## src/rtl/snt_pkg.sv

```systemverilog
// Shared types, codes and the character classifier for the SVG number-list tokenizer.
// No dependencies; every module of the block imports this package.
package snt_pkg;

   // Default widths of the internal position and count state
   localparam int POSITION_BITS_DEF = 16;
   localparam int COUNT_BITS_DEF    = 8;

   // Fixed widths of the payload fields
   localparam int POS_FIELD_BITS = 16;
   localparam int CNT_FIELD_BITS = 8;

   // Queue depths (powers of two)
   localparam int CMDQ_DEPTH = 2;
   localparam int RSPQ_DEPTH = 4;

   // Character codes of the grammar
   localparam logic [20:0] CH_ZERO   = 21'h30;
   localparam logic [20:0] CH_NINE   = 21'h39;
   localparam logic [20:0] CH_SPACE  = 21'h20;
   localparam logic [20:0] CH_TAB    = 21'h09;
   localparam logic [20:0] CH_LF     = 21'h0a;
   localparam logic [20:0] CH_CR     = 21'h0d;
   localparam logic [20:0] CH_MINUS  = 21'h2d;
   localparam logic [20:0] CH_PLUS   = 21'h2b;
   localparam logic [20:0] CH_POINT  = 21'h2e;
   localparam logic [20:0] CH_COMMA  = 21'h2c;
   localparam logic [20:0] CH_EXP_LO = 21'h65;
   localparam logic [20:0] CH_EXP_UP = 21'h45;

   typedef enum logic [1:0] {
      CMD_START = 2'd0,
      CMD_CHAR  = 2'd1,
      CMD_END   = 2'd2,
      CMD_NOP   = 2'd3
   } cmd_type;

   typedef enum logic [1:0] {
      KIND_TOKEN = 2'd0,
      KIND_OK    = 2'd1,
      KIND_FAIL  = 2'd2
   } kind_type;

   typedef enum logic [2:0] {
      CC_DIGIT,
      CC_SPACE,
      CC_SIGN,
      CC_POINT,
      CC_COMMA,
      CC_EXP,
      CC_OTHER
   } char_class_type;

   typedef enum logic [3:0] {
      ST_OUT_NOCOMMA,
      ST_OUT_COMMA,
      ST_SIGN,
      ST_INT,
      ST_PT_AFTER_INT,
      ST_PT_LEAD,
      ST_FRAC,
      ST_EXP,
      ST_EXP_SIGN,
      ST_EXP_DIG
   } parse_state_type;

   // Input item
   typedef struct packed {
      logic [1:0]  command;
      logic [20:0] char_code;
      logic [15:0] start_position;
      logic [7:0]  count_wanted;
      logic        allow_leading_comma;
   } req_type;

   // Result item
   typedef struct packed {
      logic [1:0]  kind;
      logic [15:0] token_start;
      logic [15:0] token_length;
      logic [15:0] stop_position;
      logic [7:0]  numbers_found;
      logic        last;
   } rsp_type;

   // Classified item between front and back
   typedef struct packed {
      cmd_type        command;
      char_class_type cls;
      logic [15:0]    start_position;
      logic [7:0]     count_wanted;
      logic           allow_leading_comma;
   } cmdq_item_type;

   // Result queue write controls; wr1 only with wr0
   typedef struct packed {
      logic wr0;
      logic wr1;
   } rsp_wr_type;

   function automatic char_class_type classify(input logic [20:0] c);
      char_class_type cls;
      if (c >= CH_ZERO && c <= CH_NINE) begin
         cls = CC_DIGIT;
      end else if (c == CH_SPACE || c == CH_TAB || c == CH_LF || c == CH_CR) begin
         cls = CC_SPACE;
      end else if (c == CH_MINUS || c == CH_PLUS) begin
         cls = CC_SIGN;
      end else if (c == CH_POINT) begin
         cls = CC_POINT;
      end else if (c == CH_COMMA) begin
         cls = CC_COMMA;
      end else if (c == CH_EXP_LO || c == CH_EXP_UP) begin
         cls = CC_EXP;
      end else begin
         cls = CC_OTHER;
      end
      return cls;
   endfunction

endpackage

```

## src/rtl/snt_front.sv

```systemverilog
// Front end: accepts input items, classifies characters, queues the classified items.
// Depends on snt_pkg.
module snt_front (
   input  logic                   clock,
   input  logic                   reset,
   input  logic                   push,
   output logic                   full,
   input  snt_pkg::req_type       req_data,
   output logic                   q_valid,
   output snt_pkg::cmdq_item_type q_item,
   input  logic                   q_take
);
   import snt_pkg::*;

   localparam int PTR_BITS = $clog2(CMDQ_DEPTH);
   localparam int CNT_BITS = $clog2(CMDQ_DEPTH + 1);

   cmdq_item_type         slot_ff [CMDQ_DEPTH];
   logic [PTR_BITS-1:0]   wr_ptr_ff, wr_ptr_in;
   logic [PTR_BITS-1:0]   rd_ptr_ff, rd_ptr_in;
   logic [CNT_BITS-1:0]   count_ff, count_in;
   cmdq_item_type         item;
   logic                  accept;
   logic                  wr_en;

   // Classify the incoming item
   always_comb begin
      item.command             = cmd_type'(req_data.command);
      item.cls                 = classify(req_data.char_code);
      item.start_position      = req_data.start_position;
      item.count_wanted        = req_data.count_wanted;
      item.allow_leading_comma = req_data.allow_leading_comma;
   end

   // Ignored commands are taken and dropped here
   assign full   = (count_ff == CNT_BITS'(CMDQ_DEPTH));
   assign accept = push && !full;
   assign wr_en  = accept && (item.command != CMD_NOP);

   assign q_valid = (count_ff != '0);
   assign q_item  = slot_ff[rd_ptr_ff];

   // Pointer and count update
   always_comb begin
      wr_ptr_in = wr_ptr_ff;
      rd_ptr_in = rd_ptr_ff;
      count_in  = count_ff;
      if (wr_en) begin
         wr_ptr_in = wr_ptr_ff + 1'b1;
      end
      if (q_take) begin
         rd_ptr_in = rd_ptr_ff + 1'b1;
      end
      count_in = count_ff + CNT_BITS'(wr_en) - CNT_BITS'(q_take);
   end

   always_ff @(posedge clock) begin
      if (reset) begin
         wr_ptr_ff <= '0;
         rd_ptr_ff <= '0;
         count_ff  <= '0;
      end else begin
         wr_ptr_ff <= wr_ptr_in;
         rd_ptr_ff <= rd_ptr_in;
         count_ff  <= count_in;
      end
   end

   // Queue storage
   always_ff @(posedge clock) begin
      if (wr_en) begin
         slot_ff[wr_ptr_ff] <= item;
      end
   end

endmodule

```

## src/rtl/snt_back.sv

```systemverilog
// Back end: the number-list recognizer; turns classified items into result items.
// Depends on snt_pkg.
module snt_back #(
   parameter int POSITION_BITS = snt_pkg::POSITION_BITS_DEF,
   parameter int COUNT_BITS    = snt_pkg::COUNT_BITS_DEF
) (
   input  logic                   clock,
   input  logic                   reset,
   input  logic                   q_valid,
   input  snt_pkg::cmdq_item_type q_item,
   output logic                   q_take,
   input  logic                   space2,
   output snt_pkg::rsp_wr_type    wr,
   output snt_pkg::rsp_type       wr_data0,
   output snt_pkg::rsp_type       wr_data1
);
   import snt_pkg::*;

   parse_state_type          st_ff, st_in;
   logic [POSITION_BITS-1:0] pos_ff, pos_in;
   logic [POSITION_BITS-1:0] begin_ff, begin_in;
   logic                     open_ff, open_in;
   logic [COUNT_BITS-1:0]    found_ff, found_in;
   logic [COUNT_BITS-1:0]    wanted_ff, wanted_in;
   logic                     active_ff, active_in;
   logic                     any_ff, any_in;

   logic                     emit;
   logic                     fin;
   logic                     fin_ok;
   logic                     bad;
   logic                     stop;
   logic                     incomplete;
   logic                     last_wanted;
   logic [COUNT_BITS-1:0]    found_inc;
   rsp_type                  tok;
   rsp_type                  fin_item;

   assign q_take    = q_valid && space2;
   assign found_inc = found_ff + 1'b1;
   // found + 1 compared without wrap
   assign last_wanted = (({1'b0, found_ff} + {{COUNT_BITS{1'b0}}, 1'b1}) ==
                         {1'b0, wanted_ff});
   assign incomplete  = (st_ff == ST_SIGN) || (st_ff == ST_EXP) ||
                        (st_ff == ST_PT_LEAD) || (st_ff == ST_EXP_SIGN);

   // Next state of the recognizer and its decisions
   always_comb begin
      st_in     = st_ff;
      pos_in    = pos_ff;
      begin_in  = begin_ff;
      open_in   = open_ff;
      found_in  = found_ff;
      wanted_in = wanted_ff;
      active_in = active_ff;
      any_in    = any_ff;
      emit      = 1'b0;
      fin       = 1'b0;
      fin_ok    = 1'b0;
      bad       = 1'b0;
      stop      = 1'b0;

      if (q_take) begin
         unique case (q_item.command)
            CMD_START: begin
               pos_in    = POSITION_BITS'(q_item.start_position);
               wanted_in = COUNT_BITS'(q_item.count_wanted);
               st_in     = q_item.allow_leading_comma ? ST_OUT_COMMA : ST_OUT_NOCOMMA;
               begin_in  = '0;
               open_in   = 1'b0;
               found_in  = '0;
               any_in    = 1'b0;
               active_in = 1'b1;
            end
            CMD_CHAR: begin
               if (active_ff) begin
                  any_in = 1'b1;
                  unique case (st_ff)
                     ST_OUT_NOCOMMA, ST_OUT_COMMA: begin
                        if (q_item.cls == CC_SPACE) begin
                           st_in = st_ff;
                        end else if (q_item.cls == CC_COMMA && st_ff == ST_OUT_COMMA) begin
                           st_in = ST_OUT_NOCOMMA;
                        end else if (q_item.cls == CC_DIGIT) begin
                           open_in  = 1'b1;
                           begin_in = pos_ff;
                           st_in    = ST_INT;
                        end else if (q_item.cls == CC_SIGN) begin
                           open_in  = 1'b1;
                           begin_in = pos_ff;
                           st_in    = ST_SIGN;
                        end else if (q_item.cls == CC_POINT) begin
                           open_in  = 1'b1;
                           begin_in = pos_ff;
                           st_in    = ST_PT_LEAD;
                        end else begin
                           bad = 1'b1;
                        end
                     end
                     ST_SIGN: begin
                        if (q_item.cls == CC_DIGIT) begin
                           st_in = ST_INT;
                        end else if (q_item.cls == CC_POINT) begin
                           st_in = ST_PT_LEAD;
                        end else begin
                           bad = 1'b1;
                        end
                     end
                     ST_PT_LEAD: begin
                        if (q_item.cls == CC_DIGIT) begin
                           st_in = ST_FRAC;
                        end else begin
                           bad = 1'b1;
                        end
                     end
                     ST_EXP: begin
                        if (q_item.cls == CC_DIGIT) begin
                           st_in = ST_EXP_DIG;
                        end else if (q_item.cls == CC_SIGN) begin
                           st_in = ST_EXP_SIGN;
                        end else begin
                           bad = 1'b1;
                        end
                     end
                     ST_EXP_SIGN: begin
                        if (q_item.cls == CC_DIGIT) begin
                           st_in = ST_EXP_DIG;
                        end else begin
                           bad = 1'b1;
                        end
                     end
                     ST_INT, ST_PT_AFTER_INT, ST_FRAC, ST_EXP_DIG: begin
                        if (q_item.cls == CC_DIGIT) begin
                           if (st_ff == ST_PT_AFTER_INT) begin
                              st_in = ST_FRAC;
                           end
                        end else if (q_item.cls == CC_POINT && st_ff == ST_INT) begin
                           st_in = ST_PT_AFTER_INT;
                        end else if (q_item.cls == CC_EXP && st_ff != ST_EXP_DIG) begin
                           st_in = ST_EXP;
                        end else if (q_item.cls == CC_SPACE || q_item.cls == CC_COMMA) begin
                           // separator closes the token
                           emit     = 1'b1;
                           found_in = found_inc;
                           open_in  = 1'b0;
                           st_in    = (q_item.cls == CC_SPACE) ? ST_OUT_COMMA : ST_OUT_NOCOMMA;
                        end else if (q_item.cls == CC_SIGN || q_item.cls == CC_POINT) begin
                           // sign or second point splits and opens the next token
                           emit     = 1'b1;
                           found_in = found_inc;
                           begin_in = pos_ff;
                           st_in    = (q_item.cls == CC_SIGN) ? ST_SIGN : ST_PT_LEAD;
                        end else begin
                           bad = 1'b1;
                        end
                     end
                     default: begin
                        bad = 1'b1;
                     end
                  endcase

                  if (bad) begin
                     stop = 1'b1;
                  end else if (found_in == wanted_ff) begin
                     fin    = 1'b1;
                     fin_ok = 1'b1;
                  end else begin
                     pos_in = pos_ff + 1'b1;
                  end
               end
            end
            CMD_END: begin
               if (active_ff) begin
                  if (!any_ff) begin
                     fin    = 1'b1;
                     fin_ok = 1'b0;
                  end else begin
                     stop = 1'b1;
                  end
               end
            end
            default: begin
               st_in = st_ff;
            end
         endcase

         // Stop at an unfitting character or end of text
         if (stop) begin
            if (open_ff && last_wanted && !incomplete) begin
               emit     = 1'b1;
               found_in = found_inc;
               open_in  = 1'b0;
               fin      = 1'b1;
               fin_ok   = 1'b1;
            end else begin
               fin    = 1'b1;
               fin_ok = !open_ff && (found_ff == wanted_ff);
            end
         end

         if (fin) begin
            active_in = 1'b0;
         end
      end
   end

   // Result items
   always_comb begin
      tok.kind          = KIND_TOKEN;
      tok.token_start   = POS_FIELD_BITS'(begin_ff);
      tok.token_length  = POS_FIELD_BITS'(pos_ff - begin_ff);
      tok.stop_position = '0;
      tok.numbers_found = CNT_FIELD_BITS'(found_in);
      tok.last          = 1'b0;

      fin_item.kind          = fin_ok ? KIND_OK : KIND_FAIL;
      fin_item.token_start   = '0;
      fin_item.token_length  = '0;
      fin_item.stop_position = POS_FIELD_BITS'(pos_ff);
      fin_item.numbers_found = CNT_FIELD_BITS'(found_in);
      fin_item.last          = 1'b1;

      wr.wr0   = emit || fin;
      wr.wr1   = emit && fin;
      wr_data0 = emit ? tok : fin_item;
      wr_data1 = fin_item;
   end

   always_ff @(posedge clock) begin
      if (reset) begin
         st_ff     <= ST_OUT_NOCOMMA;
         pos_ff    <= '0;
         begin_ff  <= '0;
         open_ff   <= 1'b0;
         found_ff  <= '0;
         wanted_ff <= '0;
         active_ff <= 1'b0;
         any_ff    <= 1'b0;
      end else begin
         st_ff     <= st_in;
         pos_ff    <= pos_in;
         begin_ff  <= begin_in;
         open_ff   <= open_in;
         found_ff  <= found_in;
         wanted_ff <= wanted_in;
         active_ff <= active_in;
         any_ff    <= any_in;
      end
   end

endmodule

```

## src/rtl/snt_rsp_fifo.sv

```systemverilog
// Result queue: takes up to two result items per cycle, hands out one per transfer.
// Depends on snt_pkg.
module snt_rsp_fifo (
   input  logic                clock,
   input  logic                reset,
   input  snt_pkg::rsp_wr_type wr,
   input  snt_pkg::rsp_type    wr_data0,
   input  snt_pkg::rsp_type    wr_data1,
   output logic                space2,
   output logic                empty,
   input  logic                pop,
   output snt_pkg::rsp_type    rsp_data
);
   import snt_pkg::*;

   localparam int PTR_BITS = $clog2(RSPQ_DEPTH);
   localparam int CNT_BITS = $clog2(RSPQ_DEPTH + 1);

   rsp_type              slot_ff [RSPQ_DEPTH];
   logic [PTR_BITS-1:0]  wr_ptr_ff, wr_ptr_in;
   logic [PTR_BITS-1:0]  rd_ptr_ff, rd_ptr_in;
   logic [CNT_BITS-1:0]  count_ff, count_in;
   logic [PTR_BITS-1:0]  wr_ptr_next;
   logic                 rd_en;

   assign empty       = (count_ff == '0);
   assign rd_en       = pop && !empty;
   assign space2      = (count_ff <= CNT_BITS'(RSPQ_DEPTH - 2));
   assign rsp_data    = slot_ff[rd_ptr_ff];
   assign wr_ptr_next = wr_ptr_ff + 1'b1;

   // Pointer and count update
   always_comb begin
      wr_ptr_in = wr_ptr_ff + PTR_BITS'(wr.wr0) + PTR_BITS'(wr.wr1);
      rd_ptr_in = rd_ptr_ff + PTR_BITS'(rd_en);
      count_in  = count_ff + CNT_BITS'(wr.wr0) + CNT_BITS'(wr.wr1) - CNT_BITS'(rd_en);
   end

   always_ff @(posedge clock) begin
      if (reset) begin
         wr_ptr_ff <= '0;
         rd_ptr_ff <= '0;
         count_ff  <= '0;
      end else begin
         wr_ptr_ff <= wr_ptr_in;
         rd_ptr_ff <= rd_ptr_in;
         count_ff  <= count_in;
      end
   end

   // Storage, written at one or two consecutive slots
   always_ff @(posedge clock) begin
      if (wr.wr0) begin
         slot_ff[wr_ptr_ff] <= wr_data0;
      end
      if (wr.wr1) begin
         slot_ff[wr_ptr_next] <= wr_data1;
      end
   end

endmodule

```

## src/rtl/svg_number_list_tokenizer.sv

```systemverilog
// Top level of the SVG number-list tokenizer: front end, recognizer and result queue.
// Depends on snt_pkg, snt_front, snt_back and snt_rsp_fifo.
//
// Use: write input items with push while full is low. A start item opens a
// parse, character items step it, an end item closes it. Results are read
// from rsp_data while empty is low and taken with pop; each item gives zero,
// one or two results (a number token and/or the finish item, last = 1).
// Each item passes through the command queue and then the result queue before
// its results reach rsp_data. Throughput: one item per cycle, set by the
// recognizer update in the back end, as long as pop keeps up with the results.
// A two-entry command queue sits between the classifier and the recognizer;
// the recognizer takes an item only while the four-entry result queue has
// room for two results. When pop stays low the result queue fills, the
// command queue backs up and full rises; nothing is lost.
// Reset: both queues empty, no parse running, state as after power-up.
// Items sent while no parse runs give no result.
module svg_number_list_tokenizer #(
   parameter int POSITION_BITS = snt_pkg::POSITION_BITS_DEF,
   parameter int COUNT_BITS    = snt_pkg::COUNT_BITS_DEF
) (
   input  logic             clock,
   input  logic             reset,
   input  logic             push,
   output logic             full,
   input  snt_pkg::req_type req_data,
   output logic             empty,
   input  logic             pop,
   output snt_pkg::rsp_type rsp_data
);
   import snt_pkg::*;

   logic          q_valid;
   cmdq_item_type q_item;
   logic          q_take;
   logic          space2;
   rsp_wr_type    wr;
   rsp_type       wr_data0;
   rsp_type       wr_data1;

   // Classify and queue
   snt_front u_front (
      .clock    (clock),
      .reset    (reset),
      .push     (push),
      .full     (full),
      .req_data (req_data),
      .q_valid  (q_valid),
      .q_item   (q_item),
      .q_take   (q_take)
   );

   // Recognize
   snt_back #(
      .POSITION_BITS (POSITION_BITS),
      .COUNT_BITS    (COUNT_BITS)
   ) u_back (
      .clock    (clock),
      .reset    (reset),
      .q_valid  (q_valid),
      .q_item   (q_item),
      .q_take   (q_take),
      .space2   (space2),
      .wr       (wr),
      .wr_data0 (wr_data0),
      .wr_data1 (wr_data1)
   );

   // Result queue
   snt_rsp_fifo u_rsp_fifo (
      .clock    (clock),
      .reset    (reset),
      .wr       (wr),
      .wr_data0 (wr_data0),
      .wr_data1 (wr_data1),
      .space2   (space2),
      .empty    (empty),
      .pop      (pop),
      .rsp_data (rsp_data)
   );

endmodule

```

## config.mk

```make
export PLATFORM = sky130hd
export DESIGN_NAME = svg_number_list_tokenizer
export DESIGN_NICKNAME = d
export VERILOG_FILES = /design/src/rtl/snt_pkg.sv /design/src/rtl/snt_front.sv /design/src/rtl/snt_back.sv /design/src/rtl/snt_rsp_fifo.sv /design/src/rtl/svg_number_list_tokenizer.sv
export SDC_FILE = /design/constraint.sdc
export NUM_CORES = 1
export LEC_CHECK = 0
export ABC_AREA = 1
export BUFFER_PORTS_ARGS = -buffer_cell sky130_fd_sc_hd__buf_2
export CAP_MARGIN = 20
export CORE_MARGIN = 5
export CORE_UTILIZATION = 50
export CTS_CLUSTER_DIAMETER = 60
export DETAILED_ROUTE_END_ITERATION = 8
export PLACE_DENSITY = 0.67
export REMOVE_ABC_BUFFERS = 1
export SETUP_SLACK_MARGIN = 0.02
export SYNTH_ARGS = -nofsm -noshare
export SYNTH_HDL_FRONTEND = slang
export SYNTH_HIERARCHICAL = 1
export SYNTH_SLANG_ARGS = --single-unit
```

## constraint.sdc

```tcl
create_clock -name clock -period 11.9 [get_ports clock]
set_input_delay 2.975 -clock clock [delete_from_list [all_inputs] [get_ports clock]]
set_output_delay 2.975 -clock clock [all_outputs]
set_load 0.01 [all_outputs]
```

==> key figures <==
GRT
  • Largest net degree at the start of global routing: 122
  • Tot GR Track Use: 25.5%
  • Gr ovfl total: 0
  • Initial antenna violation count: 0
  • Vias in the first global route: 18000
  • First-pass GRT wire length: 98700 um

Worst setup path
  • Peak fanout along the critical path: 68
  • Most common cell on crit path: nand2_1
  • CP Data Arrival Time: 3.46 ns
  • Crit end category: output pin
  • Crit path capture: rsp_data[21]
  • Req. time, crit path: 8.93 ns
  • CP Depth: 6
  • Critical path's largest stage delay: 0.90 ns
  • CP Class: flip-flop to output pin
  • R2R depth: 22
  • Reg2reg setup slack: 6.06 ns
  • CP bufs+invs: 3
  • Worst setup SP type: flip-flop
  • Slowest-stage cell, CP: clkinv_2
  • Delay-heaviest family, CP: buffers and inverters
  • R2R Path End: u_rsp_fifo/slot_ff[1][33]
  • CP cell instances: clkinv_2 -> buf_4 -> nand2_1 -> nand3_1 -> nand2_1 -> buf_2
  • Setup crit start: u_rsp_fifo/rd_ptr_ff[0]

Layout
  • Layout cells sized above 1: 11.3%
  • Area grow syn2layout: 9.18%
  • Diodes inserted: 0
  • Post-Layout Cell Count: 3507
  • Design Area, Final: 0.0241 mm2
  • Fill cell count: 4122
  • Fin nets: 2964
  • Finished Core Util: 54.9%

Power
  • Worst vdd ir: 0.000164 V
  • Logic pwr share: 32.7%
  • Net switching power: 0.00156 W
  • Int Power: 0.00269 W
  • Total chip power: 0.00425 W
  • Pwr dens: 176 mW/mm2
  • Clk pwr share: 30.0%
  • P_leak: 11.1 nW
  • Flop pwr share: 37.3%
  • Sw Share: 36.8%

CTS
  • Resize count post-CTS: 0
  • Post CTS Setup Buffer Count: 0
  • CTS tree: done
  • Hold-fix buffer count after cts: 0
  • Total CTS buffers: 42
  • Clk_lat worst skew: 0.57 ns
  • Deepest clock path buffer count: 3
  • Clock-pin slew on the worst setup and hold paths: 0.06 ns
  • Clock root cell: clkbuf_16
  • Clock H-tree levels: 2
  • CTS sink cnt: 363

Outcome
  • Status: finished clean

Placement
  • # port buffers: 112
  • Detail Placement HPWL: 39300 um
  • Area after DPL: 0.0227 mm2
  • Dpl cells: 3429
  • Gpl congestion: 0.864

Die
  • # rows: 77
  • # IOs: 113
  • Die area: 0.0485 mm2
  • Core Region: 0.0439 mm2
  • Die X-Extent: 220 um
  • Initial Util: 50.3%
  • Height of the die: 220 um

Timing
  • Slew Viols, Final: 0
  • Slew margin rel.: 36.2%
  • Endpoints failing setup: 0
  • Final min period: 6.44 ns
  • Fmax: 155 MHz
  • Final worst-path cycle share: 54.1%
  • RSZ-0062 raised after global routing: false
  • Max Clock Skew: 0.0228 ns
  • Worst-margin pin slew: 0.957 ns
  • Final Hold Viols: 0

Min path
  • Hold depth: 2
  • HP Class: flip-flop to flip-flop

Synthesis
  • Commonest cells in the netlist: 937 x nand2_1, 429 x inv_1, 296 x edfxtp_1
  • FFs w/ async S/R, synth: 0%
  • Yosys top cell by area: edfxtp_1
  • Main synth FF type: edfxtp_1
  • Yosys warning total: 6
  • Seq cells post-synth: 363
  • Synthesized instance count: 2862
  • Number of synthesized flops with an enable pin: 296
  • Yosys top cell area share: 40.2%
  • Count leader, synth: nand2_1
  • Post-synthesis cell area: 0.0221 mm2
  • Synth Area per Inst: 7.72 um2
  • Register area share after synthesis: 46.3%
  • Top cells by area, synth: edfxtp_1 40%, nand2_1 16%, inv_1 7.3%
  • Synth unique cells: 58

Drt
  • Avg WL per Cell: 17.8 um
  • # DRC: 0
  • 1st-iter DRT viols: 1717
  • Post-route ant nets: 0
  • Detailed-route via count: 19000
  • Post-DR vias/cell: 5.42
  • Post-Route WL: 62400 um
  • Drt pass-1 iters: 5

Flow run
  • Maxcap violations: 0
## cell families (layout without fill, tap and decap cells)
kind of cell / after synthesis / count (layout) / share of synthesized area, %
other: 2 / 33 / 0.0340
adder cells (fa/ha/maj): 29 / 29 / 1.78
multiplexers: 35 / 35 / 1.76
XOR/XNOR: 31 / 31 / 1.23
AO/OA/AOI/OAI: 204 / 204 / 5.24
buffers and inverters: 643 / 665 / 12.4
flip-flops: 363 / 363 / 46.3
AND/OR/NAND/NOR: 1555 / 1555 / 31.3
## through the flow
| step | setup WS, ns | TNS [ns] | hold slack, ns |
|---|---|---|---|
| finish | 5.46 | 0 | 0.499 |
| floorplan | -3.38 | -613.42 | 0.449 |
| global placement | 6.19 | 0 | 0.470 |
| detailed placement | 6.13 | 0 | 0.485 |
| global route | 5.27 | 0 | 0.502 |
| CTS | 5.51 | 0 | 0.494 |
## per-layer routing
layer	wire, um	vias to the layer above	track usage [%]
li1	-	9228	-
met1	25500	8830	32.9
met2	30200	805	43.8
met3	4770	128	4.28
met4	1990	0	8.80
met5	0	-	0
## state kept, by name, summed over array words and instances, names as in the netlist, named ones only
register and count:
u_rsp_fifo/wr_ptr_ff 2, u_rsp_fifo/rd_ptr_ff 2, u_rsp_fifo/slot_ff 236, u_back/active_ff 1
u_back/found_ff 8, u_back/begin_ff 16, u_back/pos_ff 16, u_back/st_ff 4
u_front/rd_ptr_ff 1, u_front/wr_ptr_ff 1, u_rsp_fifo/count_ff 3, u_front/slot_ff 60
u_back/open_ff 1, u_back/any_ff 1, u_back/wanted_ff 8, u_front/count_ff 2
## power by group through the flow
stage               Clock, W  Sequential, W  Combinational (W)
floorplan                  0        0.00160           0.000936
global placement           0        0.00160            0.00137
detailed placement         0        0.00161            0.00139
CTS                  0.00130        0.00158            0.00140
global route         0.00136        0.00159            0.00157
finish               0.00128        0.00158            0.00139
## area by class of cell
type | instances | area [um2] | area share, %
inverters | 448 | 1690 | 7.01
clock inverters | 26 | 238 | 0.985
flip-flops and latches | 363 | 10200 | 42.4
clock buffers | 50 | 1100 | 4.57
well taps | 592 | 741 | 3.07
repair buffers | 141 | 826 | 3.42
multi-input cells | 1887 | 9290 | 38.5
## worst min-delay path: stages, from the launching register on
cell and delay (ns):
dfxtp_1 0.31, inv_1 0.07, a211oi_1 0.07
## placed cells by master, fill, tap and decap left out, types with 7 or more instances in the layout
cell / netlist / final
a211oi_1: 14 / 14
dfxtp_1: 67 / 63
buf_4: 51 / 26
mux2_2: 30 / 30
nand3_2: 6 / 7
o21ai_1: 37 / 37
a21oi_2: 7 / 7
xnor2_1: 16 / 16
nand3_1: 248 / 246
ha_1: 25 / 25
nand2_1: 937 / 932
nor2_2: 18 / 19
nor2_1: 138 / 136
buf_2: 41 / 112
inv_2: 16 / 15
xor2_1: 15 / 15
o21ai_0: 66 / 66
conb_1: 2 / 33
nand4_1: 140 / 140
a21oi_1: 51 / 51
clkbuf_16: 0 / 43
edfxtp_1: 296 / 296
nor2_4: 16 / 17
clkinv_1: 1 / 13
inv_1: 429 / 429
clkbuf_1: 83 / 7
nand2_2: 11 / 16
nor3_1: 19 / 19
## how the worst min path moves through the flow
stage,start,end
after global placement,u_back/open_ff,u_back/open_ff
after floorplan,u_back/open_ff,u_back/open_ff
final,u_back/begin_ff[0],u_back/begin_ff[0]
after CTS,u_back/begin_ff[15],u_back/begin_ff[15]
after global routing,u_back/begin_ff[15],u_back/begin_ff[15]
after detailed placement,u_back/begin_ff[0],u_back/begin_ff[0]
(Power assumes the default switching activity.)
